==> src/rtl/mpwd_pkg.sv <==
// Shared types and constants for the multi-port window debounce block.
// No dependencies; imported by every module of the block.
`timescale 1ns / 1ps

package mpwd_pkg;

  localparam int PORT_W     = 8;
  localparam int NUM_PORTS  = 4;
  localparam int SAMPLE_W   = PORT_W * NUM_PORTS;
  localparam int WINDOW_DEF = 5;

  localparam logic [SAMPLE_W-1:0] BYPASS_RESET = 32'h0000_000F;

  // Running reduction handed from cell to cell along the sample chain
  typedef struct packed {
    logic [SAMPLE_W-1:0] all_and;
    logic [SAMPLE_W-1:0] any_or;
  } mpwd_red_t;

endpackage

==> src/rtl/mpwd_cell.sv <==
// One stage of the sample history chain: holds one past sample, shifts it on
// to the next cell on each request, and folds it into the running AND/OR.
// Depends on mpwd_pkg.
`timescale 1ns / 1ps

module mpwd_cell
  import mpwd_pkg::*;
(
  input  logic                clk,
  input  logic                rst_n,
  input  logic                shift_en,
  input  logic [SAMPLE_W-1:0] sample_in,
  input  mpwd_red_t           red_in,
  output logic [SAMPLE_W-1:0] sample_out,
  output mpwd_red_t           red_out
);

  logic [SAMPLE_W-1:0] sample_r;
  logic [SAMPLE_W-1:0] sample_nxt;

  assign sample_nxt = shift_en ? sample_in : sample_r;

  always_ff @(posedge clk) begin
    if (!rst_n) begin
      sample_r <= '0;
    end else begin
      sample_r <= sample_nxt;
    end
  end

  assign sample_out      = sample_r;
  assign red_out.all_and = red_in.all_and & sample_r;
  assign red_out.any_or  = red_in.any_or | sample_r;

endmodule

==> src/rtl/mpwd_out.sv <==
// Output stage: updates the held debounced word and drives the result
// handshake; the held register is the output register itself.
// Depends on mpwd_pkg.
`timescale 1ns / 1ps

module mpwd_out
  import mpwd_pkg::*;
(
  input  logic                clk,
  input  logic                rst_n,
  input  logic                in_valid,
  output logic                in_stall,
  output logic                accept,
  input  logic [SAMPLE_W-1:0] cur,
  input  mpwd_red_t           red,
  input  logic [SAMPLE_W-1:0] bypass_mask,
  output logic [SAMPLE_W-1:0] held,
  output logic                out_valid,
  input  logic                out_stall
);

  logic [SAMPLE_W-1:0] held_r;
  logic [SAMPLE_W-1:0] held_nxt;
  logic                valid_r;
  logic                valid_nxt;
  logic [SAMPLE_W-1:0] same;

  // Hold off new requests only while a result waits and the receiver stalls
  assign in_stall = valid_r & out_stall;
  assign accept   = in_valid & ~in_stall;

  // Adopt bits that are steady over the window or bypassed
  assign same     = red.all_and | ~red.any_or | bypass_mask;
  assign held_nxt = accept ? ((held_r & ~same) | (cur & same)) : held_r;

  always_comb begin
    valid_nxt = valid_r;
    if (accept) begin
      valid_nxt = 1'b1;
    end else if (!out_stall) begin
      valid_nxt = 1'b0;
    end
  end

  always_ff @(posedge clk) begin
    if (!rst_n) begin
      held_r  <= '0;
      valid_r <= 1'b0;
    end else begin
      held_r  <= held_nxt;
      valid_r <= valid_nxt;
    end
  end

  assign held      = held_r;
  assign out_valid = valid_r;

endmodule

==> src/rtl/multi_port_window_debounce.sv <==
// Top level of the multi-port window debounce: sample chain, held word and
// bypass mask register. Depends on mpwd_pkg, mpwd_cell and mpwd_out.
//
// Usage:
//   Input channel (in_valid / in_stall, raw_port0..3) carries one raw sample
//   of the four 8-bit ports per request. Result channel (out_valid /
//   out_stall, stable_port0..3) returns the debounced held value of each port
//   after that sample. A bit follows the raw value once it has been equal over
//   the last WINDOW samples (the new one included), or at once when its
//   cfg_wr_data bypass bit is set; otherwise it keeps its held value.
//   The result is shown in the cycle after the request is taken. Throughput
//   is one sample per cycle unless the receiver stalls. The window is a
//   chain of WINDOW-1 cells that shift on every request; the AND/OR
//   reduction runs along the chain in the same cycle, into the held register.
//   Reset clears the sample history and held value to zero, sets the bypass
//   mask to 0x0F and empties the output. While the receiver stalls a waiting
//   result, in_stall is high and the result and history hold; otherwise a new
//   request is taken every cycle. Write cfg only while the block is idle.
`timescale 1ns / 1ps

module multi_port_window_debounce
  import mpwd_pkg::*;
#(
  parameter int WINDOW = WINDOW_DEF
) (
  input  logic               clk,
  input  logic               rst_n,
  input  logic               cfg_wr_en,
  input  logic [SAMPLE_W-1:0] cfg_wr_data,
  input  logic               in_valid,
  output logic               in_stall,
  input  logic [PORT_W-1:0]  in_raw_port0,
  input  logic [PORT_W-1:0]  in_raw_port1,
  input  logic [PORT_W-1:0]  in_raw_port2,
  input  logic [PORT_W-1:0]  in_raw_port3,
  output logic               out_valid,
  input  logic               out_stall,
  output logic [PORT_W-1:0]  out_stable_port0,
  output logic [PORT_W-1:0]  out_stable_port1,
  output logic [PORT_W-1:0]  out_stable_port2,
  output logic [PORT_W-1:0]  out_stable_port3
);

  logic [SAMPLE_W-1:0] bypass_r;
  logic [SAMPLE_W-1:0] bypass_nxt;
  logic [SAMPLE_W-1:0] cur;
  logic [SAMPLE_W-1:0] held;
  logic                accept;

  logic [SAMPLE_W-1:0] sample_chain [WINDOW];
  mpwd_red_t           red_chain    [WINDOW];

  assign bypass_nxt = cfg_wr_en ? cfg_wr_data : bypass_r;

  always_ff @(posedge clk) begin
    if (!rst_n) begin
      bypass_r <= BYPASS_RESET;
    end else begin
      bypass_r <= bypass_nxt;
    end
  end

  assign cur = {in_raw_port3, in_raw_port2, in_raw_port1, in_raw_port0};

  // The new sample heads the chain and seeds the reduction
  assign sample_chain[0]      = cur;
  assign red_chain[0].all_and = cur;
  assign red_chain[0].any_or  = cur;

  for (genvar k = 0; k < WINDOW - 1; k++) begin : g_cell
    mpwd_cell u_cell (
      .clk        (clk),
      .rst_n      (rst_n),
      .shift_en   (accept),
      .sample_in  (sample_chain[k]),
      .red_in     (red_chain[k]),
      .sample_out (sample_chain[k+1]),
      .red_out    (red_chain[k+1])
    );
  end

  mpwd_out u_out (
    .clk         (clk),
    .rst_n       (rst_n),
    .in_valid    (in_valid),
    .in_stall    (in_stall),
    .accept      (accept),
    .cur         (cur),
    .red         (red_chain[WINDOW-1]),
    .bypass_mask (bypass_r),
    .held        (held),
    .out_valid   (out_valid),
    .out_stall   (out_stall)
  );

  assign out_stable_port0 = held[PORT_W-1:0];
  assign out_stable_port1 = held[2*PORT_W-1:PORT_W];
  assign out_stable_port2 = held[3*PORT_W-1:2*PORT_W];
  assign out_stable_port3 = held[4*PORT_W-1:3*PORT_W];

endmodule

==> config.mk <==
export PLATFORM = sky130hd
export DESIGN_NAME = multi_port_window_debounce
export DESIGN_NICKNAME = d
export VERILOG_FILES = /design/src/rtl/mpwd_pkg.sv /design/src/rtl/mpwd_cell.sv /design/src/rtl/mpwd_out.sv /design/src/rtl/multi_port_window_debounce.sv
export SDC_FILE = /design/constraint.sdc
export NUM_CORES = 1
export LEC_CHECK = 0
export BUFFER_PORTS_ARGS = -buffer_cell sky130_fd_sc_hd__buf_2
export CAP_MARGIN = 20
export CORE_UTILIZATION = 40
export CTS_CLUSTER_SIZE = 12
export DETAILED_ROUTE_END_ITERATION = 12
export GPL_ROUTABILITY_DRIVEN = 0
export SLEW_MARGIN = 20
export SYNTH_ARGS = -nofsm -noshare
export SYNTH_HDL_FRONTEND = slang
export SYNTH_SLANG_ARGS = --single-unit
==> constraint.sdc <==
create_clock -name clk -period 2.1 [get_ports clk]
set_clock_uncertainty 0.1 [all_clocks]
set_input_delay 0.42 -clock clk [delete_from_list [all_inputs] [get_ports clk]]
set_output_delay 0.42 -clock clk [all_outputs]
set_load 0.05 [all_outputs]
* Word level (Yosys, flattened, before mapping)
Cells that the tools add are included.
** Cells by class
- Equal/unequal tests :: 1
- Mux-type cells :: 2
- Bitwise logic cells :: 18
** Operator list (number)
- bitwise OR 32 bit :: 7
- bitwise AND 32 bit :: 6
- NOT 32 bit :: 2
- bitwise AND 1 bit :: 2
- two-way mux 1 bit :: 2
- != test 2 x 1 -> 1 bit, second input constant :: 1
- NOT 1 bit :: 1
** Storage, ports and cells
- Bits in registers :: 193
- Output and inout port bits :: 34

* Logic depth before layout (Yosys ltp)
- Depth in word-level cells :: 10
- Gate-level depth with buffers :: 7

* Hierarchy
A second synthesis with hierarchy kept.
** Second synthesis, totals
- Cells, all modules :: 951
- Area, all modules :: 9459.1 µm²
** Modules (own cells, without submodules)
- mpwd_cell :: instances 4, cells an instance 167, area each 1644.1 µm²
- mpwd_out :: instances 1, cells an instance 180, area each 1649.1 µm²
- multi_port_window_debounce :: instances 1, cells an instance 103, area each 1233.7 µm²

* Least setup slack after synthesis
OpenSTA, ideal clock, no wires.
- Path kind :: register to register
- Start point :: register u_out.valid_r, in the netlist u_out.out_valid
- End point :: register (tool-made name)
- Arrival :: 1.652 ns
- Slack :: 0.269 ns
- Cell stages (with the launch flop) :: 8
- Path buffers :: 3
- Period minus slack after synthesis :: 1.831 ns
- Cells stage by stage :: dfxtp_1 and2_4 nand2b_1 buf_4 buf_6 buf_6 nand3_1 o211ai_1
** RTL lines
- start: declaration :: RTL line mpwd_out.sv:24 : logic valid_r;
- start signal: assignment :: RTL line mpwd_out.sv:51 : valid_r <= valid_nxt;

* Worst setup path after layout
- Start point :: register u_out.valid_r, in the netlist u_out.out_valid
- End point :: output port in_stall
** On the way
- Longest elaborated chain between the ends :: 1
** Ends and longest elaborated chain
- bitwise AND 1 bit :: RTL line mpwd_out.sv:29 : assign in_stall = valid_r & out_stall;
- end: declaration :: RTL line multi_port_window_debounce.sv:31 : output logic in_stall,
No other way between the ends.

==> metrics.md <==
| Metric | Value |
|---|---|
| Final WL | `17.1 mm` |
| Final Hold Vio Count | `0` |
| CTS resizes | `0` |
| VDD IR-drop max | `between 0.4 and 0.5 mV` |
| Max cap viols | `0` |
| Data arrival, critical path | `~1.2 ns` |
| Setup TNS | `0 ns` |
| Slew margin rel. | `68.4%` |
| DR vias/cell | `5.24` |
| Area leader, netlist | `dfxtp_1` |
| Synth warn | `0` |
| Hold WS | `0.105 ns` |
| CTS sink cnt | `193` |
| Drt first pass iters | `5` |
| Post-Synth Simple-Gate Area | `23.5%` |
| Post-Synthesis Cell Area | `roughly 8200 um^2` |
| Routed WL per cell | `13.3 um` |
| Adder-Cell Fraction of Synth Area | `0%` |
| Post-route DRC | `0` |
| Tcrit/Tclk final | `81.1%` |
| Full die area | `21,100 um^2` |
| Final core occ | `47.4%` |
| Slack of the critical path | `roughly 0.40 ns` |
| Synth top area cells | `dfxtp_1 (47%), nand2_1 (12%), a21boi_1 (9.1%)` |
| Unrepaired setup endpoints after global routing | `false` |
| H-tree Lvls | `4` |
| Max Fanout on Critical Path | `4` |
| Fin nets | `1,077` |
| Mux cell area share after synthesis | `just under 4%` |
| Power density over the cells | `832 nW/um^2` |
| Worst-margin pin slew | `0.473 ns` |
| Vias in the first global route | `around 6.3k` |
| M2 GR Usage | `26.6%` |
| Row count | `52` |
| Cells after Synth | `937` |
| Detail Route Antenna Nets | `0` |
| CTS Buffer Depth | `2` |
| CP endpoint kind | `primary output` |
| Compound-cell area share of the yosys netlist | `between 20% and 30%` |
| Core area | `20,200 um^2` |
| Top-Level Pins | `103` |
| Port bufs | `~100` |
| Place WS | `0.280 ns` |
| CTS tree | `done` |
| Synth top area share | `47.0%` |
| DP Area | `8970 um^2` |
| Gr usage total | `17.0%` |
| CTS clk-pin slew, worst paths | `around 0.07 ns` |
| DP Wirelength | `between 10 and 15 mm` |
| Main combinational cell family by area after synthesis | `simple AND/OR/NAND/NOR gates` |
| Setup CP Type | `reg2out` |
| Most common library cell in the layout ignoring fill and taps | `nand2_1` |
| Yosys reg bits | `a little under 200` |
| Post-CTS Setup Bufs | `0` |
| Most Crowded Layer GR | `met2` |
| Met3 Track Usage GR | `about 4.3%` |
| Vias | `6,776` |
| Status | `completed` |
| Largest net degree at the start of global routing | `74` |
| HP Class | `in2reg` |
| Total power | `7.96 mW` |
| Initial DRC count | `385` |
| Finished Layout Cells | `1,292` |
| Final Setup Violations | `0` |
| Initial antenna violation count | `1` |
| Root Buffer | `clkbuf_16` |
| Worst skew pair latency | `approximately 0.43 ns` |
| Leakage | `3.75 nW` |
| CP Data Required Time | `around 1.6 ns` |
| GRT overflow | `0` |
| Die height | `145 um` |
| CP Launch Type | `register` |
| Syn-to-layout area delta | `16.4%` |
| Post-Syn Nets | `1,006` |
| Pins Over Slew Limit | `0` |
| Effective utilization at floorplan | `40.7%` |
| Commonest non-fill, non-tap cells in the layout | `nand2_1 (260), dfxtp_1 (193), buf_2 (101)` |
| Hold buffers post-CTS | `0` |
| TritonCTS Buffers | `17` |
| Seq/Total Area, Yosys | `47.0%` |
| Final Cell Area | `9560 um^2` |
| Share of layout cells above drive strength 1 | `15.1%` |
| Post-Synth XOR/XNOR Area | `0%` |
| Mean Syn Cell Area | `8.77 um^2` |
| Fmax | `587 MHz` |
| Placed Cells | `about 1.3k` |
| Width of the chip | `between 100 and 150 um` |
| First-pass GRT wire length | `30.2 mm` |
| Minimum clock period | `1.70 ns` |
| Library cells used by synthesis | `26` |
| GR Layer Usage met1 | `23.2%` |
-- cell usage after synthesis --
library cell / number
nand2_1: 260
dfxtp_1: 193
a21boi_1: 100
nand3_1: 62
mux2i_1: 32
a31oi_1: 31
and3_1: 31
o2111ai_1: 31
o211ai_1: 31
or4_1: 31
nor2b_1: 29
a21boi_0: 28
clkbuf_1: 22
buf_2: 18
buf_4: 12
buf_6: 12
buf_1: 4
nor3_1: 2
a21oi_1: 1
a41o_1: 1
and2_4: 1
nand2b_1: 1
nor2_1: 1
nor4_1: 1
o21a_1: 1
o21ai_0: 1
-- worst paths after layout --
| check | slack (ns) | depth (start not counted) | startpoint | end |
|---|---|---|---|---|
| worst min register to register | 0.37 | 2 | g_cell[3].u_cell.sample_out[25]$_SDFFE_PN0P_ | g_cell[3].u_cell.sample_out[25]$_SDFFE_PN0P_ |
| worst max register to register | 0.50 | 5 | u_out.out_valid$_SDFFE_PN0P_ | g_cell[1].u_cell.sample_out[19]$_SDFFE_PN0P_ |
| worst max-delay path | 0.40 | 2 | u_out.out_valid$_SDFFE_PN0P_ | in_stall |
| worst min-delay path | 0.11 | 3 | cfg_wr_data[2] | bypass_r[2]$_SDFFE_PN1P_ |
-- worst max-delay path, cell delays in order, from the launching register on --
cell	delay, ns
dfxtp_1	0.33
and2_4	0.17
buf_2	0.26
-- cells by family after synthesis --
| group | count (synthesis) |
|---|---|
| AO/OA/AOI/OAI | 225 |
| buffers and inverters | 68 |
| flip-flops | 193 |
| multiplexers | 32 |
| AND/OR/NAND/NOR | 419 |
-- metal layers --
layer	wire length, um	up-vias
li1	-	3470
met1	8620	3192
met2	7710	103
met3	648	11
met4	159	0
met5	0	-
-- power by group --
| part | switching (mW) | internal, mW | leakage, nW |
|---|---|---|---|
| clock network | 1.41 | 1.87 | 0.294 |
| logic | 0.473 | 0.311 | 1.88 |
| registers | 0.102 | 3.79 | 1.57 |
| total | 1.98 | 5.97 | 3.75 |
-- final cells by class --
cell class | instances | area [um^2]
Antenna cell | 1 | 2.50
Clock buffer | 18 | 429
Clock inverter | 14 | 163
Fill cell | 2000 | 10600
Multi-Input combinational cell | 676 | 3950
Sequential cell | 193 | 3860
Tap cell | 270 | 338
Timing Repair Buffer | 120 | 815
No activity file was read; power rests on OpenSTA's default activity.
